==> src/hw/rtl/dhcp_rop_pkg.sv <==
// Shared types, constants and helpers for the DHCP reply option parser.
// No dependencies; imported by every module of the block.
`timescale 1ns / 1ps

package dhcp_rop_pkg;

    // Message limits
    localparam int MAX_MESSAGE   = 552;
    localparam int OPTIONS_BYTES = 312;
    localparam int OPT_START     = 240;
    localparam int OPT_LIMIT     = (OPT_START + OPTIONS_BYTES < MAX_MESSAGE) ?
                                   (OPT_START + OPTIONS_BYTES) : MAX_MESSAGE;
    localparam int OFF_W         = $clog2(MAX_MESSAGE + 1);

    typedef logic [OFF_W-1:0] offset_t;

    // Fixed header offsets
    localparam int OFF_OP        = 0;
    localparam int OFF_XID_FIRST = 4;
    localparam int OFF_XID_LAST  = 7;
    localparam int OFF_YI_FIRST  = 16;
    localparam int OFF_YI_LAST   = 19;
    localparam int OFF_SI_FIRST  = 20;
    localparam int OFF_SI_LAST   = 23;

    // Byte codes
    localparam logic [7:0] OP_BOOTREPLY   = 8'd2;
    localparam logic [7:0] OPT_PAD        = 8'd0;
    localparam logic [7:0] OPT_END        = 8'd255;
    localparam logic [7:0] OPT_SUBNET     = 8'd1;
    localparam logic [7:0] OPT_ROUTER     = 8'd3;
    localparam logic [7:0] OPT_DNS        = 8'd6;
    localparam logic [7:0] OPT_MSG_TYPE   = 8'd53;
    localparam logic [7:0] OPT_SERVER_ID  = 8'd54;
    localparam logic [7:0] MSG_NAK        = 8'd6;
    localparam logic [7:0] WANTED_RESET   = 8'd2;
    localparam logic [31:0] DEFAULT_MASK  = 32'hFFFF_FF00;

    // Configuration register indexes
    localparam int CFG_ADDR_W = 1;
    localparam logic [CFG_ADDR_W-1:0] CFG_TRANSACTION_ID = 1'd0;
    localparam logic [CFG_ADDR_W-1:0] CFG_WANTED_TYPE    = 1'd1;

    // Stream widths
    localparam int S_TDATA_W = 8;
    localparam int M_TDATA_W = 168;

    typedef enum logic [1:0] {
        VERDICT_IGNORE = 2'd0,
        VERDICT_MATCH  = 2'd1,
        VERDICT_NAK    = 2'd2
    } verdict_t;

    // Tracked option slots; the enum value is the bit in the seen/valid masks
    typedef enum logic [2:0] {
        SLOT_TYPE   = 3'd0,
        SLOT_SERVER = 3'd1,
        SLOT_MASK   = 3'd2,
        SLOT_ROUTER = 3'd3,
        SLOT_DNS    = 3'd4,
        SLOT_NONE   = 3'd5
    } slot_t;

    localparam int NUM_SLOTS = 5;
    typedef logic [NUM_SLOTS-1:0] slot_mask_t;

    typedef struct packed {
        verdict_t    verdict;
        logic [31:0] your_address;
        logic [31:0] server_address;
        logic [31:0] subnet_mask;
        logic [31:0] router_address;
        logic        has_router;
        logic [31:0] dns_server;
        logic        has_dns;
    } result_t;

    function automatic slot_t slot_of(input logic [7:0] code);
        slot_t s;
        unique case (code)
            OPT_MSG_TYPE:  s = SLOT_TYPE;
            OPT_SERVER_ID: s = SLOT_SERVER;
            OPT_SUBNET:    s = SLOT_MASK;
            OPT_ROUTER:    s = SLOT_ROUTER;
            OPT_DNS:       s = SLOT_DNS;
            default:       s = SLOT_NONE;
        endcase
        return s;
    endfunction

    // One-hot mask of a slot, zero for an untracked code
    function automatic slot_mask_t slot_bit(input slot_t s);
        slot_mask_t m;
        unique case (s)
            SLOT_TYPE:   m = 5'b00001;
            SLOT_SERVER: m = 5'b00010;
            SLOT_MASK:   m = 5'b00100;
            SLOT_ROUTER: m = 5'b01000;
            SLOT_DNS:    m = 5'b10000;
            default:     m = '0;
        endcase
        return m;
    endfunction

endpackage

==> src/hw/rtl/dhcp_rop_parse.sv <==
// Per-byte message state: header checks, address capture, option TLV walk
// and the verdict on the last byte. Depends on dhcp_rop_pkg.
`timescale 1ns / 1ps

module dhcp_rop_parse
    import dhcp_rop_pkg::*;
(
    input  logic                  clk,
    input  logic                  rst_n,
    input  logic                  cfg_we,
    input  logic [CFG_ADDR_W-1:0] cfg_addr,
    input  logic [31:0]           cfg_wdata,
    input  logic                  byte_valid,
    input  logic [7:0]            rx_byte,
    input  logic                  last_byte,
    output result_t               res,
    output logic                  res_valid
);

    typedef enum logic [1:0] {
        PH_CODE,
        PH_LEN,
        PH_VALUE,
        PH_DONE
    } phase_t;

    logic [31:0] xid_reg;
    logic [7:0]  wanted_reg;

    offset_t     off_reg,    off_next;
    phase_t      phase_reg,  phase_next;
    logic [7:0]  code_reg,   code_next;
    logic [7:0]  left_reg,   left_next;
    logic [2:0]  idx_reg,    idx_next;     // saturates at 4
    logic        hdr_ok_reg, hdr_ok_next;
    logic        capt_reg,   capt_next;
    logic [31:0] yi_reg,     yi_next;
    logic [31:0] si_reg,     si_next;
    logic [7:0]  type_reg,   type_next;
    slot_mask_t  seen_reg,   seen_next;
    slot_mask_t  vflag_reg,  vflag_next;
    logic [31:0] server_reg, server_next;
    logic [31:0] mask_reg,   mask_next;
    logic [31:0] router_reg, router_next;
    logic [31:0] dns_reg,    dns_next;

    logic [7:0]  xid_byte;
    slot_t       slot;
    slot_mask_t  sbit;
    logic        in_msg;
    logic        in_opts;

    assign slot    = slot_of(code_reg);
    assign sbit    = slot_bit(slot);
    assign in_msg  = off_reg < offset_t'(MAX_MESSAGE);
    assign in_opts = (off_reg >= offset_t'(OPT_START)) && (off_reg < offset_t'(OPT_LIMIT));

    always_comb
    begin
        unique case (off_reg[1:0])
            2'd0:    xid_byte = xid_reg[31:24];
            2'd1:    xid_byte = xid_reg[23:16];
            2'd2:    xid_byte = xid_reg[15:8];
            default: xid_byte = xid_reg[7:0];
        endcase
    end

    always_comb
    begin
        off_next    = off_reg;
        phase_next  = phase_reg;
        code_next   = code_reg;
        left_next   = left_reg;
        idx_next    = idx_reg;
        hdr_ok_next = hdr_ok_reg;
        capt_next   = capt_reg;
        yi_next     = yi_reg;
        si_next     = si_reg;
        type_next   = type_reg;
        seen_next   = seen_reg;
        vflag_next  = vflag_reg;
        server_next = server_reg;
        mask_next   = mask_reg;
        router_next = router_reg;
        dns_next    = dns_reg;

        if (in_msg)
        begin
            if (off_reg == offset_t'(OFF_OP) && rx_byte != OP_BOOTREPLY)
                hdr_ok_next = 1'b0;
            if (off_reg >= offset_t'(OFF_XID_FIRST) && off_reg <= offset_t'(OFF_XID_LAST)
                && rx_byte != xid_byte)
                hdr_ok_next = 1'b0;
            if (off_reg >= offset_t'(OFF_YI_FIRST) && off_reg <= offset_t'(OFF_YI_LAST))
                yi_next = {yi_reg[23:0], rx_byte};
            if (off_reg >= offset_t'(OFF_SI_FIRST) && off_reg <= offset_t'(OFF_SI_LAST))
                si_next = {si_reg[23:0], rx_byte};

            if (in_opts)
            begin
                unique case (phase_reg)
                    PH_CODE:
                    begin
                        if (rx_byte == OPT_END)
                            phase_next = PH_DONE;
                        else if (rx_byte != OPT_PAD)
                        begin
                            code_next  = rx_byte;
                            phase_next = PH_LEN;
                        end
                    end
                    PH_LEN:
                    begin
                        left_next = rx_byte;
                        idx_next  = 3'd0;
                        capt_next = 1'b0;
                        // only the first occurrence of a tracked code counts
                        if ((seen_reg & sbit) == '0 && slot != SLOT_NONE)
                        begin
                            seen_next = seen_reg | sbit;
                            unique case (slot)
                                SLOT_TYPE:                capt_next = rx_byte == 8'd1;
                                SLOT_SERVER, SLOT_MASK:   capt_next = rx_byte == 8'd4;
                                default:                  capt_next = rx_byte >= 8'd4;
                            endcase
                        end
                        phase_next = (rx_byte != 8'd0) ? PH_VALUE : PH_CODE;
                    end
                    PH_VALUE:
                    begin
                        if (capt_reg && !idx_reg[2])
                        begin
                            unique case (slot)
                                SLOT_TYPE:
                                begin
                                    if (idx_reg == 3'd0)
                                    begin
                                        type_next  = rx_byte;
                                        vflag_next = vflag_reg | sbit;
                                    end
                                end
                                SLOT_SERVER: server_next = {server_reg[23:0], rx_byte};
                                SLOT_MASK:   mask_next   = {mask_reg[23:0], rx_byte};
                                SLOT_ROUTER: router_next = {router_reg[23:0], rx_byte};
                                SLOT_DNS:    dns_next    = {dns_reg[23:0], rx_byte};
                                default:     ;
                            endcase
                            if (idx_reg == 3'd3 && slot != SLOT_TYPE)
                                vflag_next = vflag_reg | sbit;
                        end
                        if (!idx_reg[2])
                            idx_next = idx_reg + 3'd1;
                        left_next = left_reg - 8'd1;
                        if (left_reg == 8'd1)
                            phase_next = PH_CODE;
                    end
                    PH_DONE: ;
                endcase
            end
            off_next = off_reg + offset_t'(1);
        end
    end

    // Result from the updated state of the last byte
    always_comb
    begin
        res.verdict = VERDICT_IGNORE;
        if (off_next >= offset_t'(OPT_START) && hdr_ok_next && vflag_next[SLOT_TYPE])
        begin
            if (type_next == wanted_reg)
                res.verdict = VERDICT_MATCH;
            else if (type_next == MSG_NAK)
                res.verdict = VERDICT_NAK;
        end
        res.your_address   = yi_next;
        res.server_address = vflag_next[SLOT_SERVER] ? server_next : si_next;
        res.subnet_mask    = vflag_next[SLOT_MASK] ? mask_next : DEFAULT_MASK;
        res.router_address = vflag_next[SLOT_ROUTER] ? router_next : 32'd0;
        res.has_router     = vflag_next[SLOT_ROUTER];
        res.dns_server     = vflag_next[SLOT_DNS] ? dns_next : 32'd0;
        res.has_dns        = vflag_next[SLOT_DNS];
    end

    assign res_valid = byte_valid && last_byte;

    always_ff @(posedge clk or negedge rst_n)
    begin
        if (!rst_n)
        begin
            xid_reg    <= '0;
            wanted_reg <= WANTED_RESET;
            off_reg    <= '0;
            phase_reg  <= PH_CODE;
            code_reg   <= '0;
            left_reg   <= '0;
            idx_reg    <= '0;
            hdr_ok_reg <= 1'b1;
            capt_reg   <= 1'b0;
            yi_reg     <= '0;
            si_reg     <= '0;
            type_reg   <= '0;
            seen_reg   <= '0;
            vflag_reg  <= '0;
            server_reg <= '0;
            mask_reg   <= '0;
            router_reg <= '0;
            dns_reg    <= '0;
        end
        else
        begin
            if (cfg_we)
            begin
                unique case (cfg_addr)
                    CFG_TRANSACTION_ID: xid_reg    <= cfg_wdata;
                    CFG_WANTED_TYPE:    wanted_reg <= cfg_wdata[7:0];
                    default:            ;
                endcase
            end

            if (byte_valid && last_byte)
            begin
                // message done: back to the clean state for the next one
                off_reg    <= '0;
                phase_reg  <= PH_CODE;
                code_reg   <= '0;
                left_reg   <= '0;
                idx_reg    <= '0;
                hdr_ok_reg <= 1'b1;
                capt_reg   <= 1'b0;
                yi_reg     <= '0;
                si_reg     <= '0;
                type_reg   <= '0;
                seen_reg   <= '0;
                vflag_reg  <= '0;
                server_reg <= '0;
                mask_reg   <= '0;
                router_reg <= '0;
                dns_reg    <= '0;
            end
            else if (byte_valid)
            begin
                off_reg    <= off_next;
                phase_reg  <= phase_next;
                code_reg   <= code_next;
                left_reg   <= left_next;
                idx_reg    <= idx_next;
                hdr_ok_reg <= hdr_ok_next;
                capt_reg   <= capt_next;
                yi_reg     <= yi_next;
                si_reg     <= si_next;
                type_reg   <= type_next;
                seen_reg   <= seen_next;
                vflag_reg  <= vflag_next;
                server_reg <= server_next;
                mask_reg   <= mask_next;
                router_reg <= router_next;
                dns_reg    <= dns_next;
            end
        end
    end

endmodule

==> src/hw/rtl/dhcp_rop_out.sv <==
// Output register stage: holds one result word until the sink takes it.
// Depends on dhcp_rop_pkg.
`timescale 1ns / 1ps

module dhcp_rop_out
    import dhcp_rop_pkg::*;
(
    input  logic    clk,
    input  logic    rst_n,
    input  result_t res,
    input  logic    res_valid,
    output logic    free,
    output result_t out_data,
    output logic    out_valid,
    input  logic    out_ready
);

    logic    valid_reg, valid_next;
    result_t data_reg;

    // a result only arrives in a cycle where free was high
    assign free       = !valid_reg || out_ready;
    assign valid_next = res_valid || (valid_reg && !out_ready);

    always_ff @(posedge clk or negedge rst_n)
    begin
        if (!rst_n)
            valid_reg <= 1'b0;
        else
            valid_reg <= valid_next;
    end

    always_ff @(posedge clk)
    begin
        if (res_valid)
            data_reg <= res;
    end

    assign out_data  = data_reg;
    assign out_valid = valid_reg;

endmodule

==> src/hw/rtl/dhcp_reply_option_parser.sv <==
// Top level of the DHCP reply option parser: byte stream in, one lease
// result word per message out. Depends on dhcp_rop_pkg, dhcp_rop_parse, dhcp_rop_out.
`timescale 1ns / 1ps

// Channel   Dir  Handshake          Payload
// s_*       in   s_tvalid/s_tready  s_tdata[7:0] rx_byte, s_tlast last_byte
// m_*       out  m_tvalid/m_tready  m_tdata: verdict, addresses, mask, router, dns
// cfg_*     in   cfg_we             cfg_addr index, cfg_wdata value
//
// One byte is taken per cycle while s_tready is high; each byte updates the message state in a single
// pass of logic. The byte marked tlast loads the result register, so the result
// word shows on m_* in the cycle after that byte is accepted.
// s_tready drops only while a result waits in the output register and m_tready is low.
// Reset gives transaction id 0, wanted type 2 and a clean message state.

module dhcp_reply_option_parser
    import dhcp_rop_pkg::*;
(
    input  logic                  clk,
    input  logic                  rst_n,
    input  logic                  s_tvalid,
    output logic                  s_tready,
    input  logic [S_TDATA_W-1:0]  s_tdata,   // [7:0] rx_byte
    input  logic                  s_tlast,   // last_byte
    output logic                  m_tvalid,
    input  logic                  m_tready,
    // [1:0] verdict, [33:2] your_address, [65:34] server_address,
    // [97:66] subnet_mask, [129:98] router_address, [130] has_router,
    // [162:131] dns_server, [163] has_dns, [167:164] zero
    output logic [M_TDATA_W-1:0]  m_tdata,
    input  logic                  cfg_we,
    input  logic [CFG_ADDR_W-1:0] cfg_addr,
    input  logic [31:0]           cfg_wdata
);

    logic    accept;
    logic    free;
    result_t res;
    logic    res_valid;
    result_t out_data;

    assign s_tready = free;
    assign accept   = s_tvalid && free;

    dhcp_rop_parse u_parse (
        .clk        (clk),
        .rst_n      (rst_n),
        .cfg_we     (cfg_we),
        .cfg_addr   (cfg_addr),
        .cfg_wdata  (cfg_wdata),
        .byte_valid (accept),
        .rx_byte    (s_tdata[7:0]),
        .last_byte  (s_tlast),
        .res        (res),
        .res_valid  (res_valid)
    );

    dhcp_rop_out u_out (
        .clk       (clk),
        .rst_n     (rst_n),
        .res       (res),
        .res_valid (res_valid),
        .free      (free),
        .out_data  (out_data),
        .out_valid (m_tvalid),
        .out_ready (m_tready)
    );

    // pack fields highest first, so verdict sits in the lowest bits
    assign m_tdata = {4'd0,
                      out_data.has_dns,
                      out_data.dns_server,
                      out_data.has_router,
                      out_data.router_address,
                      out_data.subnet_mask,
                      out_data.server_address,
                      out_data.your_address,
                      out_data.verdict};

endmodule

==> config.mk <==
export PLATFORM = sky130hd
export DESIGN_NAME = dhcp_reply_option_parser
export DESIGN_NICKNAME = d
export VERILOG_FILES = /design/src/hw/rtl/dhcp_rop_pkg.sv /design/src/hw/rtl/dhcp_rop_parse.sv /design/src/hw/rtl/dhcp_rop_out.sv /design/src/hw/rtl/dhcp_reply_option_parser.sv
export SDC_FILE = /design/constraint.sdc
export NUM_CORES = 1
export LEC_CHECK = 0
export BUFFER_PORTS_ARGS = -buffer_cell sky130_fd_sc_hd__buf_2
export CORE_MARGIN = 4
export CORE_UTILIZATION = 30
export DETAILED_ROUTE_END_ITERATION = 7
export GPL_ROUTABILITY_DRIVEN = 0
export MAX_ROUTING_LAYER = met4
export SLEW_MARGIN = 20
export SYNTH_ARGS = -nofsm -noshare
export SYNTH_HDL_FRONTEND = slang
export SYNTH_SLANG_ARGS = --single-unit
==> constraint.sdc <==
create_clock -name clk -period 6.6 [get_ports clk]
set_input_delay 1.32 -clock clk [delete_from_list [all_inputs] [get_ports clk]]
set_output_delay 1.32 -clock clk [all_outputs]
set_load 0.1 [all_outputs]
# After elaboration in Yosys (flattened, before gate mapping)
# Index checks and enable logic that the tools add are counted.
dict set report classes {
  addsub 3
  magnitude_cmp 10
  n_eq_ne 27
  muxes 107
  bitwise 5
  reduce_logical 46
}
# op count
set ops {}
lappend ops {{32-bit 2-to-1 mux} 37}
lappend ops {{8-bit 2-to-1 mux} 19}
lappend ops {{5-bit 2-to-1 mux} 15}
lappend ops {{10-bit 2-to-1 mux} 3}
lappend ops {{5-bit one-hot mux with 5 select lines} 1}
lappend ops {{8-bit by 1-bit equality test with 1-bit output (second input constant)} 3}
lappend ops {{8-bit by 3-bit equality test with 1-bit output (second input constant)} 3}
lappend ops {{8-bit one-hot mux with 3 select lines} 1}
lappend ops {{10-bit by 5-bit >= comparator with 1-bit output (second input constant)} 2}
lappend ops {{10-bit by 8-bit >= comparator with 1-bit output (second input constant)} 2}
lappend ops {{10-bit by 5-bit <= comparator with 1-bit output (second input constant)} 2}
lappend ops {{2-bit 2-to-1 mux} 9}
lappend ops {{8-bit by 6-bit equality test with 1-bit output (second input constant)} 2}
lappend ops {{8-bit one-hot mux with 2 select lines} 1}
lappend ops {{3-bit 2-to-1 mux} 5}
lappend ops {{3-bit one-hot mux with 5 select lines} 1}
lappend ops {{1-bit logical AND} 14}
lappend ops {{2-bit nonzero test} 7}
lappend ops {{1-bit 2-to-1 mux} 12}
lappend ops {{6-bit AND reduction} 2}
lappend ops {{10-bit by 1-bit adder with 10-bit output (second input constant)} 1}
lappend ops {{10-bit by 3-bit >= comparator with 1-bit output (second input constant)} 1}
lappend ops {{10-bit by 3-bit <= comparator with 1-bit output (second input constant)} 1}
lappend ops {{10-bit logical NOT} 1}
lappend ops {{other kinds (37)} 53}
dict set report word_totals {
  register_bits 448
  in_bits 47
  output_inout_bits 170
  word_cells 227
}

# Longest topological paths before layout
dict set report depth {
  depth_word 15
  mapped_depth 11
}

# By module
# From an unflattened synthesis, not the netlist that was laid out.
dict set report hier_totals {
  hier_cells 1757
  area_unflattened_um2 19791.5
}
# module instances cells_each area_per_inst_um2 seq_area_each_um2
set modules_own_cells {}
lappend modules_own_cells {dhcp_rop_parse 1 1584 14779.2 7084.3}
lappend modules_own_cells {dhcp_rop_out 1 167 4972.3 4949.7}
lappend modules_own_cells {dhcp_reply_option_parser 1 6 40.0 0.0}

# Worst setup path after synthesis
# No wires, ideal clock.
dict set report synth_path {
  kind {input port to flip-flop}
  startpoint {in m_tready}
  endpoint {reg u_out.data_reg (netlist bit u_out.out_data[0]) (enable)}
  setup_time_ns 0.592
  t_arrival_ns 7.702
  required_ns 6.008
  slack_ns -1.694
  cell_stages 7
  path_cell_list {nand2b_1 > and2_1 > clkbuf_1 > nand2_1 > inv_1 > clkbuf_1 > buf_1}
}
dict set report synth_between {
  elab_chain_len 3
}
# item line_no
set synth_rtl {}
lappend synth_rtl {{from (decl)} dhcp_reply_option_parser.sv:26} ;# input logic m_tready,
lappend synth_rtl {{1-bit logical OR} dhcp_rop_out.sv:22} ;# assign free = !valid_reg || out_ready;
lappend synth_rtl {{1-bit logical AND} dhcp_reply_option_parser.sv:43} ;# assign accept = s_tvalid && free;
lappend synth_rtl {{1-bit logical AND} dhcp_rop_parse.sv:184} ;# assign res_valid = byte_valid && last_byte;
lappend synth_rtl {{via res_valid} dhcp_reply_option_parser.sv:39} ;# logic res_valid;
lappend synth_rtl {{to (signal assigned)} dhcp_rop_out.sv:36} ;# data_reg <= res;
lappend synth_rtl {{to (decl)} dhcp_rop_out.sv:19} ;# result_t data_reg;
# The timed path passes the listed nets, and every way through them passes these cells.
# A chain may end at the register's enable or synchronous reset.

# Final worst setup path
dict set report layout_path {
  startpoint {in m_tready}
  endpoint {reg u_parse.idx_reg[0]}
}
dict set report layout_between {
  elab_chain_len 5
  elab_cells_between_ends 10
  classes_between {eq/ne (1); mux (1); reduce/logical (8)}
}
# item line_no
set layout_rtl {}
lappend layout_rtl {{1-bit logical OR *} dhcp_rop_out.sv:22}
lappend layout_rtl {{1-bit logical AND *} dhcp_reply_option_parser.sv:43}
lappend layout_rtl {{1-bit logical AND} dhcp_rop_parse.sv:220} ;# if (byte_valid && last_byte)
lappend layout_rtl {{3-bit by 2-bit inequality test with 1-bit output (no source line) (tied with other cells)} n/a}
lappend layout_rtl {{5-bit AND reduction (no source line)} n/a}
lappend layout_rtl {{to (signal assigned)} dhcp_rop_parse.sv:246} ;# idx_reg <= idx_next;
lappend layout_rtl {{to (decl)} dhcp_rop_parse.sv:34} ;# logic [2:0] idx_reg, idx_next;
# Every way passes the cells marked *; elsewhere a longest branch is shown, timed or not.

==> summary.txt <==
Critical path
  • Crit path max fanout: 85
  • Critical Path AT: 5.01 ns
  • Critical Path RT: 7.13 ns
  • Crit path launch type: input port
  • CP Capture Type: flip-flop
  • Crit path kind: input port to flip-flop

Cells and area
  • Diodes inserted: 0
  • Max FFs per register: 164
  • Synth-to-layout area growth: 17.98%
  • Fill cell count: 6522
  • Layout cells sized above 1: 19.20%
  • Finished Layout Cells: 2953
  • Fin util: 35.98%
  • Nets: 2105
  • Final Cell Area: 0.02387 mm^2

Clocking
  • Number of CTS-inserted buffers: 51
  • TritonCTS clock tree: built
  • # hold bufs at CTS: 0
  • Post-CTS setup buffers: 0
  • Clk root buf: clkbuf_16
  • PostCTS Resize Cnt: 0
  • CTS Buffer Depth: 3
  • CTS Sinks: 448
  • Worst-skew pair later-pin latency: 0.59 ns
  • Clock transition at path regs: 0.06 ns
  • H-tree Lvls: 2

Place
  • Dpl cells: 2857
  • Port Buffer Count: 212
  • Detailed Place HPWL: 35190 um
  • Placed cell areas: 0.02209 mm^2

Global route
  • Antenna violations before repair: 0
  • Largest net degree at the start of global routing: 176
  • Total gr overflow: 0
  • Gr usage total: 16.07%
  • Vias in the first global route: 15160
  • First-pass GRT wire length: 89110 um

Power and ir drop
  • Leakage: 9.666 nW
  • Sw Pwr: 0.002231 W
  • Seq pwr share: 45.9%
  • Sw Share: 29.48%
  • Clk network pwr share: 38.7%
  • Power Internal: 0.005335 W
  • Worst vdd ir: 180.4 uV
  • Total chip power: 0.007565 W
  • Gate power share: 15.4%
  • PwrDens: 317.0 mW/mm^2

Die
  • Io pins: 217
  • Die ar.: 0.07165 mm^2
  • Die height: 267.7 um
  • DIE WIDTH: 267.7 um
  • Initial Util: 30.50%
  • Row Count: 94
  • Core ar.: 0.06633 mm^2

Logic synthesis
  • Asr flop ratio synth: 63.39%
  • Syn Area/Cell: 10.69 um^2
  • Cell area after synthesis: 0.02023 mm^2
  • Area share of the largest cell type after synthesis: 34.88%
  • Area leader, netlist: dfrtp_1
  • #FFs+latches synth: 448
  • Most frequent cell after synthesis: nand2_1
  • Synth area leaders: dfrtp_1, edfxtp_1, nand2_1
  • Synth unique cells: 67
  • Yosys warnings: 0
  • Cells after Synth: 1893
  • Seq/Total Area, Yosys: 59.49%
  • Synth cell count leaders: nand2_1, dfrtp_1, edfxtp_1, o21ai_0, clkbuf_1
  • Number of enable flip-flop cells after synthesis: 164
  • Ys flop type: dfrtp_1

Timing
  • Peak Freq: 0.2230 GHz
  • Setup TNS: 0 ns
  • Final cycle utilization of the critical path: 67.94%
  • Unrepaired setup endpoints after global routing: no
  • Worst Tran Pin Value: 1.119 ns
  • Rel. slew slack: 25.40%
  • Skew final: 0.02018 ns
  • # setup viols final: 0
  • Final Hold Viols: 0
  • Final min period: 4.484 ns
  • Fin. max-slew vios: 0

Route
  • Drt total wl: 57370 um
  • Post-DRT Antenna Nets: 0
  • Drt wl/cell: 19.43 um
  • DR vias/cell: 5.194
  • Remaining DRCs: 0
  • Detailed router's first-iteration violation count: 1215
  • DRT Pass-1 Iters: 5
  • Vias: 15340

Outcome
  • Status: completed

Hold path
  • Hold WC Path Type: flip-flop to flip-flop

Job
  • Max-Cap Viols: 0
-- cell type report --
| type | instances | area (um^2) | area share (%) |
|---|---|---|---|
| clock buffers | 66 | 1458 | 6.107 |
| inverters | 35 | 138.9 | 0.5819 |
| repair buffers | 240 | 1329 | 5.567 |
| multi-input cells | 1271 | 7543 | 31.61 |
| clock inverters | 29 | 282.8 | 1.185 |
| well taps | 864 | 1081 | 4.530 |
| flip-flops and latches | 448 | 12030 | 50.42 |
-- kinds of logic after synthesis --
family | after synthesis | synth area share (%)
xor gates and xnor gates | 20 | 0.8659
and+or+nand+nor | 615 | 13.07
AOI/OAI and AO/OA | 544 | 17.57
DFF | 448 | 59.49
buffers and inverters | 177 | 3.699
muxes | 77 | 4.614
adders and majority gates | 11 | 0.6803
other | 1 | 0.01854
-- worst max-delay path, stage by stage --
cell	delay, ns
buf_2	0.07
nand2b_1	0.28
and2_1	0.66
nand2_1	0.59
inv_8	0.64
nor2_1	0.15
nand3b_1	0.63
nor3_1	0.45
mux2_2	0.21
-- cells in the final DEF (no fill, tap or decap), types with 24 or more instances in the layout --
master,count
nand2_1,439
dfrtp_1,282
buf_2,210
edfxtp_1,164
o21ai_0,151
a21oi_1,105
a22o_1,102
a21boi_0,92
clkbuf_16,55
nor2_1,37
nand3_1,35
inv_1,34
mux2_2,34
a31oi_1,28
buf_4,26
and3_1,25
mux2_4,24
-- per-stage QoR --
stage	hold slack, ns	worst slack, ns
finish	0.4808	2.116
global route	0.5061	1.854
CTS	0.4829	2.164
detailed placement	0.4709	1.532
global placement	0.4546	1.721
floorplan	0.4418	0.7004
-- worst paths after layout --
| check | start | endpoint | slack, ns | cells past startpoint |
|---|---|---|---|---|
| max in group asynchronous | rst_n | u_parse.router_reg[3] | 4.63 | 3 |
| worst min register to register | u_parse.router_reg[24] | u_parse.router_reg[24] | 0.48 | 2 |
| worst max register to register | u_out.out_valid | u_parse.idx_reg[0] | 2.59 | 8 |
| worst min-delay path | u_parse.router_reg[24] | u_parse.router_reg[24] | 0.48 | 2 |
| min in group asynchronous | rst_n | u_parse.yi_reg[29] | 0.62 | 1 |
| worst max-delay path | m_tready | u_parse.idx_reg[0] | 2.12 | 9 |
-- power by group through the flow --
stage	Clock [W]	Sequential (W)	Combinational (W)
after global routing	0.00312	0.00352	0.00131
after detailed placement	0	0.00352	0.00117
after CTS	0.00301	0.00347	0.00117
after global placement	0	0.00350	0.00113
final	0.00292	0.00347	0.00117
after floorplan	0	0.00366	0.000683
-- per-layer routing --
layer	wire (um)	vias up	global-route usage (%)
li1	-	7079	-
met1	24930	7615	21.08
met4	1967	0	5.397
met3	3549	125	3.234
met2	26920	518	25.07
met5	0	-	-
Power figures use the tool's default switching activity.
